===== src/rtl/rlph_pkg.sv =====
// ----------------------------------------------------------------------------
// rlph_pkg
// Shared types and constants for the range line parser with history.
// ----------------------------------------------------------------------------
package rlph_pkg;

	// Frame limits for the valid flag.
	localparam logic [15:0] DIST_MIN = 16'd20;
	localparam logic [15:0] DIST_MAX = 16'd10000;
	localparam logic [15:0] CONF_MAX = 16'd1000;

	// Characters that the parser treats specially.
	localparam logic [7:0] CH_COMMA = 8'h2C;
	localparam logic [7:0] CH_PLUS  = 8'h2B;
	localparam logic [7:0] CH_MINUS = 8'h2D;
	localparam logic [7:0] CH_SPACE = 8'h20;
	localparam logic [7:0] CH_TAB   = 8'h09;
	localparam logic [7:0] CH_CR    = 8'h0D;
	localparam logic [7:0] CH_ZERO  = 8'h30;
	localparam logic [7:0] CH_NINE  = 8'h39;
	localparam logic [7:0] CH_NUL   = 8'h00;

	// Result status codes.
	localparam logic [1:0] ST_STORED    = 2'd0;
	localparam logic [1:0] ST_NOT_READY = 2'd1;
	localparam logic [1:0] ST_NO_COMMA  = 2'd2;

	// Configuration register indexes (selected by paddr[2]).
	localparam logic REG_ACTIVE_CHANNELS = 1'b0;
	localparam logic REG_LINK_READY      = 1'b1;

	typedef enum logic [1:0] {
		PH_SKIP   = 2'd0,
		PH_SIGN   = 2'd1,
		PH_DIGITS = 2'd2,
		PH_DONE   = 2'd3
	} phase_t;

	typedef struct packed {
		logic        valid;
		logic [15:0] confidence;
		logic [15:0] distance;
	} frame_t;

	// Parser view of the line so far, handed to the frame store.
	typedef struct packed {
		logic        comma_seen;
		logic [15:0] first_number;
		logic [15:0] number;
	} parse_t;

	typedef struct packed {
		logic [2:0]  history_slot;
		logic        frame_valid;
		logic [15:0] confidence;
		logic [15:0] distance;
		logic [1:0]  status;
	} result_t;

	typedef struct packed {
		logic [2:0] active_channels;
		logic       link_ready;
	} cfg_t;

endpackage


===== src/rtl/rlph_parser.sv =====
// ----------------------------------------------------------------------------
// rlph_parser
// Per-byte text parser: comma split and strtoul-style number reading.
// ----------------------------------------------------------------------------
module rlph_parser import rlph_pkg::*; #(
	parameter int LINE_BYTES = 32
) (
	input  logic       clk,
	input  logic       arst_n,
	input  logic       step,
	input  logic [7:0] text_byte,
	input  logic       line_end,
	output parse_t     parse
);

	localparam int CC_W = $clog2(LINE_BYTES);
	localparam logic [CC_W-1:0] CC_LIMIT = CC_W'(LINE_BYTES - 1);

	logic [CC_W-1:0] char_count_q, char_count_d;
	logic            text_ended_q, text_ended_d;
	logic            comma_seen_q, comma_seen_d;
	phase_t          phase_q, phase_d;
	logic            negative_q, negative_d;
	logic [31:0]     acc_q, acc_d;
	logic            saturated_q, saturated_d;
	logic [15:0]     first_q, first_d;

	logic [15:0] number;
	logic        is_digit;
	logic        is_space;
	logic [35:0] acc_next;
	logic [3:0]  digit;

	always_comb begin
		if (saturated_q) begin
			number = 16'hFFFF;
		end else if (negative_q) begin
			number = 16'd0 - acc_q[15:0];
		end else begin
			number = acc_q[15:0];
		end
	end

	assign is_digit = (text_byte >= CH_ZERO) && (text_byte <= CH_NINE);
	assign is_space = (text_byte == CH_SPACE) || ((text_byte >= CH_TAB) && (text_byte <= CH_CR));
	assign digit    = text_byte[3:0];
	// Ten times the accumulator as two shifts, plus the new digit.
	assign acc_next = {1'b0, acc_q, 3'b000} + {3'b000, acc_q, 1'b0} + {32'd0, digit};

	always_comb begin
		char_count_d = char_count_q;
		text_ended_d = text_ended_q;
		comma_seen_d = comma_seen_q;
		phase_d      = phase_q;
		negative_d   = negative_q;
		acc_d        = acc_q;
		saturated_d  = saturated_q;
		first_d      = first_q;
		if (step && line_end) begin
			char_count_d = '0;
			text_ended_d = 1'b0;
			comma_seen_d = 1'b0;
			phase_d      = PH_SKIP;
			negative_d   = 1'b0;
			acc_d        = '0;
			saturated_d  = 1'b0;
			first_d      = '0;
		end else if (step && !text_ended_q && (char_count_q < CC_LIMIT)) begin
			if (text_byte == CH_NUL) begin
				text_ended_d = 1'b1;
			end else begin
				char_count_d = char_count_q + 1'b1;
				if (!comma_seen_q && (text_byte == CH_COMMA)) begin
					first_d      = number;
					comma_seen_d = 1'b1;
					phase_d      = PH_SKIP;
					negative_d   = 1'b0;
					acc_d        = '0;
					saturated_d  = 1'b0;
				end else begin
					unique case (phase_q)
						PH_SKIP: begin
							if (is_space) begin
								phase_d = PH_SKIP;
							end else if ((text_byte == CH_PLUS) || (text_byte == CH_MINUS)) begin
								negative_d = (text_byte == CH_MINUS);
								phase_d    = PH_SIGN;
							end else if (is_digit) begin
								phase_d = PH_DIGITS;
							end else begin
								phase_d = PH_DONE;
							end
						end
						PH_SIGN, PH_DIGITS: begin
							phase_d = is_digit ? PH_DIGITS : PH_DONE;
						end
						default: begin
							phase_d = phase_q;
						end
					endcase
					// A digit is taken in every phase except once the number is done or saturated.
					if (is_digit && (phase_q != PH_DONE) && !saturated_q) begin
						if (acc_next[35:32] != 4'd0) begin
							saturated_d = 1'b1;
						end else begin
							acc_d = acc_next[31:0];
						end
					end
				end
			end
		end
	end

	always_ff @(posedge clk or negedge arst_n) begin
		if (!arst_n) begin
			char_count_q <= '0;
			text_ended_q <= 1'b0;
			comma_seen_q <= 1'b0;
			phase_q      <= PH_SKIP;
			negative_q   <= 1'b0;
			acc_q        <= '0;
			saturated_q  <= 1'b0;
			first_q      <= '0;
		end else begin
			char_count_q <= char_count_d;
			text_ended_q <= text_ended_d;
			comma_seen_q <= comma_seen_d;
			phase_q      <= phase_d;
			negative_q   <= negative_d;
			acc_q        <= acc_d;
			saturated_q  <= saturated_d;
			first_q      <= first_d;
		end
	end

	assign parse.comma_seen   = comma_seen_q;
	assign parse.first_number = first_q;
	assign parse.number       = number;

endmodule


===== src/rtl/rlph_store.sv =====
// ----------------------------------------------------------------------------
// rlph_store
// Per-channel ring heads and latest frames; builds the line result.
// ----------------------------------------------------------------------------
module rlph_store import rlph_pkg::*; #(
	parameter int CHANNELS = 4,
	parameter int HISTORY  = 8
) (
	input  logic       clk,
	input  logic       arst_n,
	input  logic       line_done,
	input  logic [7:0] channel,
	input  cfg_t       cfg,
	input  parse_t     parse,
	output result_t    result
);

	localparam int IDX_W = (CHANNELS > 1) ? $clog2(CHANNELS) : 1;
	localparam int HD_W  = (HISTORY > 1) ? $clog2(HISTORY) : 1;
	localparam logic [2:0]      CH_CAP   = 3'((CHANNELS > 7) ? 7 : CHANNELS);
	localparam logic [HD_W-1:0] HEAD_TOP = HD_W'(HISTORY - 1);

	logic [HD_W-1:0] ring_heads_q [CHANNELS];
	frame_t          latest_q     [CHANNELS];

	logic [2:0]      count;
	logic            in_range;
	logic            store;
	logic [IDX_W-1:0] idx;
	logic [HD_W-1:0] head;
	logic [HD_W-1:0] head_next;
	frame_t          frame;

	assign count    = (cfg.active_channels > CH_CAP) ? CH_CAP : cfg.active_channels;
	assign in_range = channel < {5'd0, count};
	assign idx      = channel[IDX_W-1:0];
	assign store    = cfg.link_ready && in_range && parse.comma_seen;
	assign head     = ring_heads_q[idx];
	assign head_next = (head == HEAD_TOP) ? '0 : head + 1'b1;

	assign frame.distance   = parse.first_number;
	assign frame.confidence = parse.number;
	assign frame.valid      = (parse.first_number >= DIST_MIN) &&
	                          (parse.first_number <= DIST_MAX) &&
	                          (parse.number <= CONF_MAX);

	always_comb begin
		if (!cfg.link_ready || !in_range) begin
			result.status = ST_NOT_READY;
		end else if (!parse.comma_seen) begin
			result.status = ST_NO_COMMA;
		end else begin
			result.status = ST_STORED;
		end
		if (!in_range) begin
			result.distance    = '0;
			result.confidence  = '0;
			result.frame_valid = 1'b0;
		end else if (store) begin
			result.distance    = frame.distance;
			result.confidence  = frame.confidence;
			result.frame_valid = frame.valid;
		end else begin
			result.distance    = latest_q[idx].distance;
			result.confidence  = latest_q[idx].confidence;
			result.frame_valid = latest_q[idx].valid;
		end
		result.history_slot = store ? 3'(head) : 3'd0;
	end

	always_ff @(posedge clk or negedge arst_n) begin
		if (!arst_n) begin
			for (int i = 0; i < CHANNELS; i++) begin
				ring_heads_q[i] <= '0;
				latest_q[i]     <= '0;
			end
		end else if (line_done && store) begin
			ring_heads_q[idx] <= head_next;
			latest_q[idx]     <= frame;
		end
	end

endmodule


===== src/rtl/range_line_parser_history.sv =====
// ----------------------------------------------------------------------------
// range_line_parser_history
// Range-sensor line parser with per-channel ring position and latest frame.
// ----------------------------------------------------------------------------
// The block takes one text byte per input transfer and accepts a transfer in
// every cycle while the result side is not stalled. A transfer first lands in
// an input register; from there the parser updates its line state and, for a
// transfer with tlast set, the frame store forms the result, which is held in
// an output register that drives m_tvalid. One item passes per cycle; only a
// line end waits, while an earlier result has not been taken. The per-cycle
// work is bounded by the accumulator update, a 36-bit add of the shifted
// accumulator and the digit. Byte transfers (tlast low) give no result; every
// tlast transfer gives exactly one. Configuration must be written over the
// APB port only while no line end is in flight; the block does not enforce
// it. The active channel count is at address 0 and link_ready at address 4
// (only paddr[2] is decoded).
// ----------------------------------------------------------------------------
module range_line_parser_history import rlph_pkg::*; #(
	parameter int CHANNELS   = 4,
	parameter int HISTORY    = 8,
	parameter int LINE_BYTES = 32
) (
	input  logic        clk,
	input  logic        arst_n,
	// Slave side
	input  logic        s_tvalid,
	output logic        s_tready,
	input  logic [15:0] s_tdata,   // [7:0] text_byte, [15:8] channel
	input  logic        s_tlast,   // line_end
	// Master side
	output logic        m_tvalid,
	input  logic        m_tready,
	output logic [39:0] m_tdata,   // [1:0] status, [17:2] distance, [33:18] confidence,
	                               // [34] frame_valid, [37:35] history_slot, [39:38] zero
	// Configuration
	input  logic        psel,
	input  logic        penable,
	input  logic        pwrite,
	input  logic [2:0]  paddr,
	input  logic [31:0] pwdata,
	output logic [31:0] prdata,
	output logic        pready
);

	// Configuration registers.
	cfg_t cfg_q;

	// Input stage.
	logic       valid_s1;
	logic [7:0] text_byte_s1;
	logic [7:0] channel_s1;
	logic       line_end_s1;

	// Output stage.
	logic    valid_s2;
	result_t result_s2;

	logic    advance;
	logic    line_done;
	parse_t  parse;
	result_t result;

	assign pready = 1'b1;

	always_ff @(posedge clk or negedge arst_n) begin
		if (!arst_n) begin
			cfg_q <= '0;
		end else if (psel && penable && pwrite && pready) begin
			unique case (paddr[2])
				REG_ACTIVE_CHANNELS: cfg_q.active_channels <= pwdata[2:0];
				REG_LINK_READY:      cfg_q.link_ready      <= pwdata[0];
				default:             cfg_q                 <= cfg_q;
			endcase
		end
	end

	always_comb begin
		unique case (paddr[2])
			REG_ACTIVE_CHANNELS: prdata = {29'd0, cfg_q.active_channels};
			REG_LINK_READY:      prdata = {31'd0, cfg_q.link_ready};
			default:             prdata = '0;
		endcase
	end

	// The staged item moves on unless it is a line end and the output
	// register still holds a result that has not been taken.
	assign advance   = valid_s1 && (!line_end_s1 || !valid_s2 || m_tready);
	assign line_done = advance && line_end_s1;
	assign s_tready  = !valid_s1 || advance;

	always_ff @(posedge clk or negedge arst_n) begin
		if (!arst_n) begin
			valid_s1 <= 1'b0;
		end else if (s_tready) begin
			valid_s1 <= s_tvalid;
		end
	end

	always_ff @(posedge clk) begin
		if (s_tready && s_tvalid) begin
			text_byte_s1 <= s_tdata[7:0];
			channel_s1   <= s_tdata[15:8];
			line_end_s1  <= s_tlast;
		end
	end

	rlph_parser #(
		.LINE_BYTES (LINE_BYTES)
	) u_parser (
		.clk       (clk),
		.arst_n    (arst_n),
		.step      (advance),
		.text_byte (text_byte_s1),
		.line_end  (line_end_s1),
		.parse     (parse)
	);

	rlph_store #(
		.CHANNELS (CHANNELS),
		.HISTORY  (HISTORY)
	) u_store (
		.clk       (clk),
		.arst_n    (arst_n),
		.line_done (line_done),
		.channel   (channel_s1),
		.cfg       (cfg_q),
		.parse     (parse),
		.result    (result)
	);

	always_ff @(posedge clk or negedge arst_n) begin
		if (!arst_n) begin
			valid_s2 <= 1'b0;
		end else if (line_done) begin
			valid_s2 <= 1'b1;
		end else if (m_tready) begin
			valid_s2 <= 1'b0;
		end
	end

	always_ff @(posedge clk) begin
		if (line_done) begin
			result_s2 <= result;
		end
	end

	assign m_tvalid = valid_s2;
	assign m_tdata  = {2'b00, result_s2};

	// A ready result side never stalls the input.
	a_no_stall: assert property (@(posedge clk) disable iff (!arst_n)
		m_tready |-> s_tready)
		else $error("input stalled while output side was ready");

	// Status is one of the three defined codes.
	a_status_code: assert property (@(posedge clk) disable iff (!arst_n)
		m_tvalid |-> (result_s2.status == ST_STORED || result_s2.status == ST_NOT_READY ||
		              result_s2.status == ST_NO_COMMA))
		else $error("undefined status code");

	// A ring slot is reported only for a stored frame.
	a_slot_stored: assert property (@(posedge clk) disable iff (!arst_n)
		(m_tvalid && result_s2.status != ST_STORED) |-> (result_s2.history_slot == 3'd0))
		else $error("history slot reported for a line that stored nothing");

	// A valid frame lies within the distance and confidence limits.
	a_frame_limits: assert property (@(posedge clk) disable iff (!arst_n)
		(m_tvalid && result_s2.frame_valid) |->
		(result_s2.distance >= DIST_MIN && result_s2.distance <= DIST_MAX &&
		 result_s2.confidence <= CONF_MAX))
		else $error("frame marked valid outside its limits");

	// A line end leaves a result in the output register.
	a_result_loaded: assert property (@(posedge clk) disable iff (!arst_n)
		line_done |=> m_tvalid)
		else $error("line end produced no result");

endmodule


===== config.mk =====
export PLATFORM = sky130hd
export DESIGN_NAME = range_line_parser_history
export DESIGN_NICKNAME = d
export VERILOG_FILES = /design/src/rtl/rlph_pkg.sv /design/src/rtl/rlph_parser.sv /design/src/rtl/rlph_store.sv /design/src/rtl/range_line_parser_history.sv
export SDC_FILE = /design/constraint.sdc
export NUM_CORES = 1
export LEC_CHECK = 0
export BUFFER_PORTS_ARGS = -buffer_cell sky130_fd_sc_hd__buf_2
export CORE_MARGIN = 4
export CORE_UTILIZATION = 40
export DETAILED_ROUTE_END_ITERATION = 8
export RECOVER_POWER = 25
export SYNTH_ARGS = -nofsm -noshare
export SYNTH_HDL_FRONTEND = slang
export SYNTH_SLANG_ARGS = --single-unit

===== constraint.sdc =====
create_clock -name clk -period 4.85 [get_ports clk]
set_input_delay 0.7275 -clock clk [delete_from_list [all_inputs] [get_ports clk]]
set_output_delay 0.7275 -clock clk [all_outputs]
set_load 0.005 [all_outputs]

==> flow_metrics.tcl <==
set metrics [dict create \
    status "finished, violations left" \
    violations "capacitance limit, slew limit" \
    clock_sinks 264 \
    grt_overflow_total 0 \
    cts_tree "yes" \
    pre_cts_ws_ns 0.810 \
    ios 134 \
    crit_type "register to register" \
    drive_above_1_share 0.219 \
    initial_utilization 0.406 \
    antenna_found_initial 0 \
    seq_area_frac_synth 0.489 \
    drv_slew 111 \
    clkLatencyLatePin_ns 0.55 \
    clock_skew_ns 0.0172 \
    core-area_um2 34600 \
    cts_resized 0 \
    ir_worst_vdd_mv 0.295 \
    synth-edff-count 55 \
    min_path_type "input pin to register" \
    critPathArrivalTime_ns 4.49 \
    worstSetupStartpoint "u_parser.acc_q[0]" \
    num_vias 9483 \
    crit_chain "inv_1 > fa_1 > inv_1 > ha_1 > a211oi_2 > o21ai_1 > a221o_1 > nor3b_1 > nand2b_1 > a31oi_1 > or2_4 > or4_1 > buf_4 > o21ai_0" \
    drt-wirelength-per-cell_um 16.7 \
    synthCells 1270 \
    hpwl_um 20500 \
    crit_fanout 28 \
    ff2ff_setup_slack_ns 0.82 \
    crit_family "compound AO/OA/AOI/OAI gates" \
    finalHoldWorstSlack_ns 0.353 \
    cts-root-buf "clkbuf_16" \
    hold_violations 0 \
    drc 0 \
    fin_tns_setup_ns 0 \
    min_to "channel_s1[4]" \
    firstDrtPassIters 4 \
    max-cap-violations 1 \
    fin_crit_ns 4.03 \
    cp.required_ns 5.32 \
    detail-route-antenna-nets 0 \
    power_leakage_nw 7.07 \
    drt_iter0_markers 570 \
    holdPathStages 1 \
    p_sw_frac 0.231 \
    gp_congestion 0.836 \
    slew_headroom -0.831 \
    fin_crit_sh 0.830 \
    reg2reg_to "u_parser.acc_q[31]" \
    clkPwrFrac 0.450 \
    routed_wl_um 30200 \
    path_clk_slew_ns 0.06 \
    cpMostUsedCell "inv_1" \
    pwr_density_cell_nw_per_um2 312 \
    yosys_warnings 0 \
    ys_types 72 \
    post_cts_buffers 0 \
    vias_per_cell 5.25 \
    cts_made_buffers 29 \
    worst_slack_ns 0.823 \
    r2r_start "u_parser.acc_q[0]" \
    power_switching_mw 1.14 \
    syn_to_final_growth_pct 12.0 \
    start_kind "register" \
    pwr-share-seq 0.483 \
    rows 68 \
    synth-seq-cells 264 \
    cp_slowest_stage_delay_ns 0.58 \
    ctsHtreeMaxLevel 1 \
    comb_power_share 0.066 \
    io_buffers 70 \
    hold_buffers 0 \
    setup_viol 0 \
    tightest_slew_ns 2.75 \
    antennaDiodeCount 0 \
    max_freq_ghz 0.248 \
    grt_max_degree 111 \
    endpoint_kind "register" \
    final_nets 1461 \
    die_w_um 195 \
    cts.path.max_buffers 3 \
    crit_buf_inv 3 \
    die_area_um2 38200 \
    track_usage 0.156 \
    ys.flop_type "dfrtp_1" \
    avgSynthCellArea_um2 11.1 \
    intPower_mw 3.78 \
    die_h_um 195 \
    grt_pass1_vias 9615 \
    syn_area_um2 14100 \
    slowest_stage "fa_1" \
    hold_start "s_tdata[12]" \
    rr_worst_depth 14 \
    grt_pass1_wl_um 50300 \
    rsz0062_at_grt "false" \
    synthArstFlopShare 0.792 \
]
-- worst max path at each step --
stage / to / slack (ns) / depth (start not counted)
2_1_floorplan: u_parser.acc_q[28] / 0.90 / 10
3_3_place_gp: u_parser.acc_q[31] / 0.85 / 14
3_5_place_dp: u_parser.acc_q[31] / 0.81 / 14
4_1_cts: u_parser.acc_q[31] / 0.78 / 14
5_1_grt: u_parser.acc_q[17] / 0.54 / 13
6_report: u_parser.acc_q[31] / 0.82 / 14
-- sequential cells by signal, summed over array words and instances, names as in the netlist --
signal,flops
valid_s1,1
u_parser.acc_q,32
u_parser.saturated_q,1
line_end_s1,1
u_parser.negative_q,1
m_tdata,38
channel_s1,8
u_parser.char_count_q,5
text_byte_s1,8
u_parser.phase_q,2
u_store.ring_heads_q,12
u_parser.first_q,16
m_tvalid,1
cfg_q,4
u_parser.comma_seen_q,1
u_store.latest_q,132
u_parser.text_ended_q,1
-- placed cells by master (no fill, tap or decap), types with 4 or more instances in the layout --
master       n
nand4_1     13
edfxtp_1    55
dfrtp_1    209
o21ai_1      7
clkbuf_8     5
a21oi_2      7
o211ai_1     5
nor3_1      16
nor2b_1      8
buf_2       66
o2bb2ai_1    9
o31ai_1     10
nor2_1      65
o21a_1       5
nand3_1     35
buf_4       24
a211oi_1     4
clkbuf_16   29
a31oi_1      4
o21ai_0    132
nand2_1    182
or4_1        4
mux2_2      77
nor3b_1      4
mux4_2      36
and2_1       9
a21o_1       8
nand2b_1     8
conb_1      32
o2bb2ai_2   20
inv_1       25
xor2_1      16
clkbuf_1     9
ha_1        71
xnor2_1     26
a21oi_1     46
-- through the flow --
step / util / power [mW] / cells / cell area [um^2]
after global placement: 0.427 / 2.74 / 1753 / 14800
final: 0.455 / 4.92 / 1805 / 15700
after detailed placement: 0.427 / 2.75 / 1753 / 14800
after CTS: 0.455 / 4.99 / 1805 / 15800
after global routing: 0.455 / 5.13 / 1805 / 15700
after floorplan: - / 2.64 / 1300 / 14200
-- cell usage after synthesis, types with 5 or more instances --
cell,instances,area [um^2]
o21ai_0,132,661
o21ai_1,7,35.0
o31ai_1,10,75.1
inv_1,26,97.6
dfrtp_1,209,5230
buf_1,9,33.8
o2bb2ai_1,9,78.8
mux4_2,36,811
buf_2,10,50.1
o211ai_1,5,37.5
a21oi_1,46,230
nor2b_1,8,50.1
nand4_1,13,81.3
buf_4,34,255
edfxtp_1,55,1650
xor2_1,16,140
ha_1,71,888
mux2_2,77,867
a21o_1,8,60.1
nor2_1,65,244
xnor2_1,26,228
and2_1,9,56.3
nor3_1,16,80.1
a21oi_2,7,61.3
a31oi_1,5,31.3
nand2_1,183,687
o2bb2ai_2,20,300
nand3_1,37,185
clkbuf_1,42,158
nand2b_1,8,50.1
o21a_1,5,37.5
-- power groups by stage --
| stage | logic [mW] | registers [mW] | clock network (mW) |
|---|---|---|---|
| 3_3_place_gp | 0.328 | 2.42 | 0 |
| 6_report | 0.327 | 2.38 | 2.21 |
| 4_1_cts | 0.336 | 2.38 | 2.28 |
| 3_5_place_dp | 0.334 | 2.42 | 0 |
| 2_1_floorplan | 0.229 | 2.41 | 0 |
| 5_1_grt | 0.370 | 2.38 | 2.37 |
-- area by class of cell --
cell class | instances | area [um^2]
fillers | 3226 | 18900
multi-input cells | 913 | 6690
inverters | 26 | 97.6
clock inverters | 12 | 151
repair buffers | 95 | 532
flip-flops and latches | 264 | 6880
clock buffers | 40 | 817
well taps | 455 | 569
-- metal layers --
layer  up-vias  GRT usage  wire, um  part of all wire
met3        37     0.0212       928             0.031
met5         -          0         0                 0
met2       134      0.280     15300              0.51
li1       4655          -         -                 -
met1      4657      0.205     13500              0.45
met4         0     0.0272       499             0.017
-- kinds of logic (layout without fill, tap and decap cells) --
kind of cell / after synthesis / in the layout / synth area share
compound gates: 281 / 281 / 0.133
xor+xnor: 42 / 42 / 0.0262
mux: 116 / 116 / 0.121
simple gates: 369 / 369 / 0.119
fa+ha+maj: 73 / 73 / 0.0660
flops: 264 / 264 / 0.489
other cells: 2 / 32 / 0.000534
buf+inv: 123 / 173 / 0.0439
(Power assumes the default switching activity.)
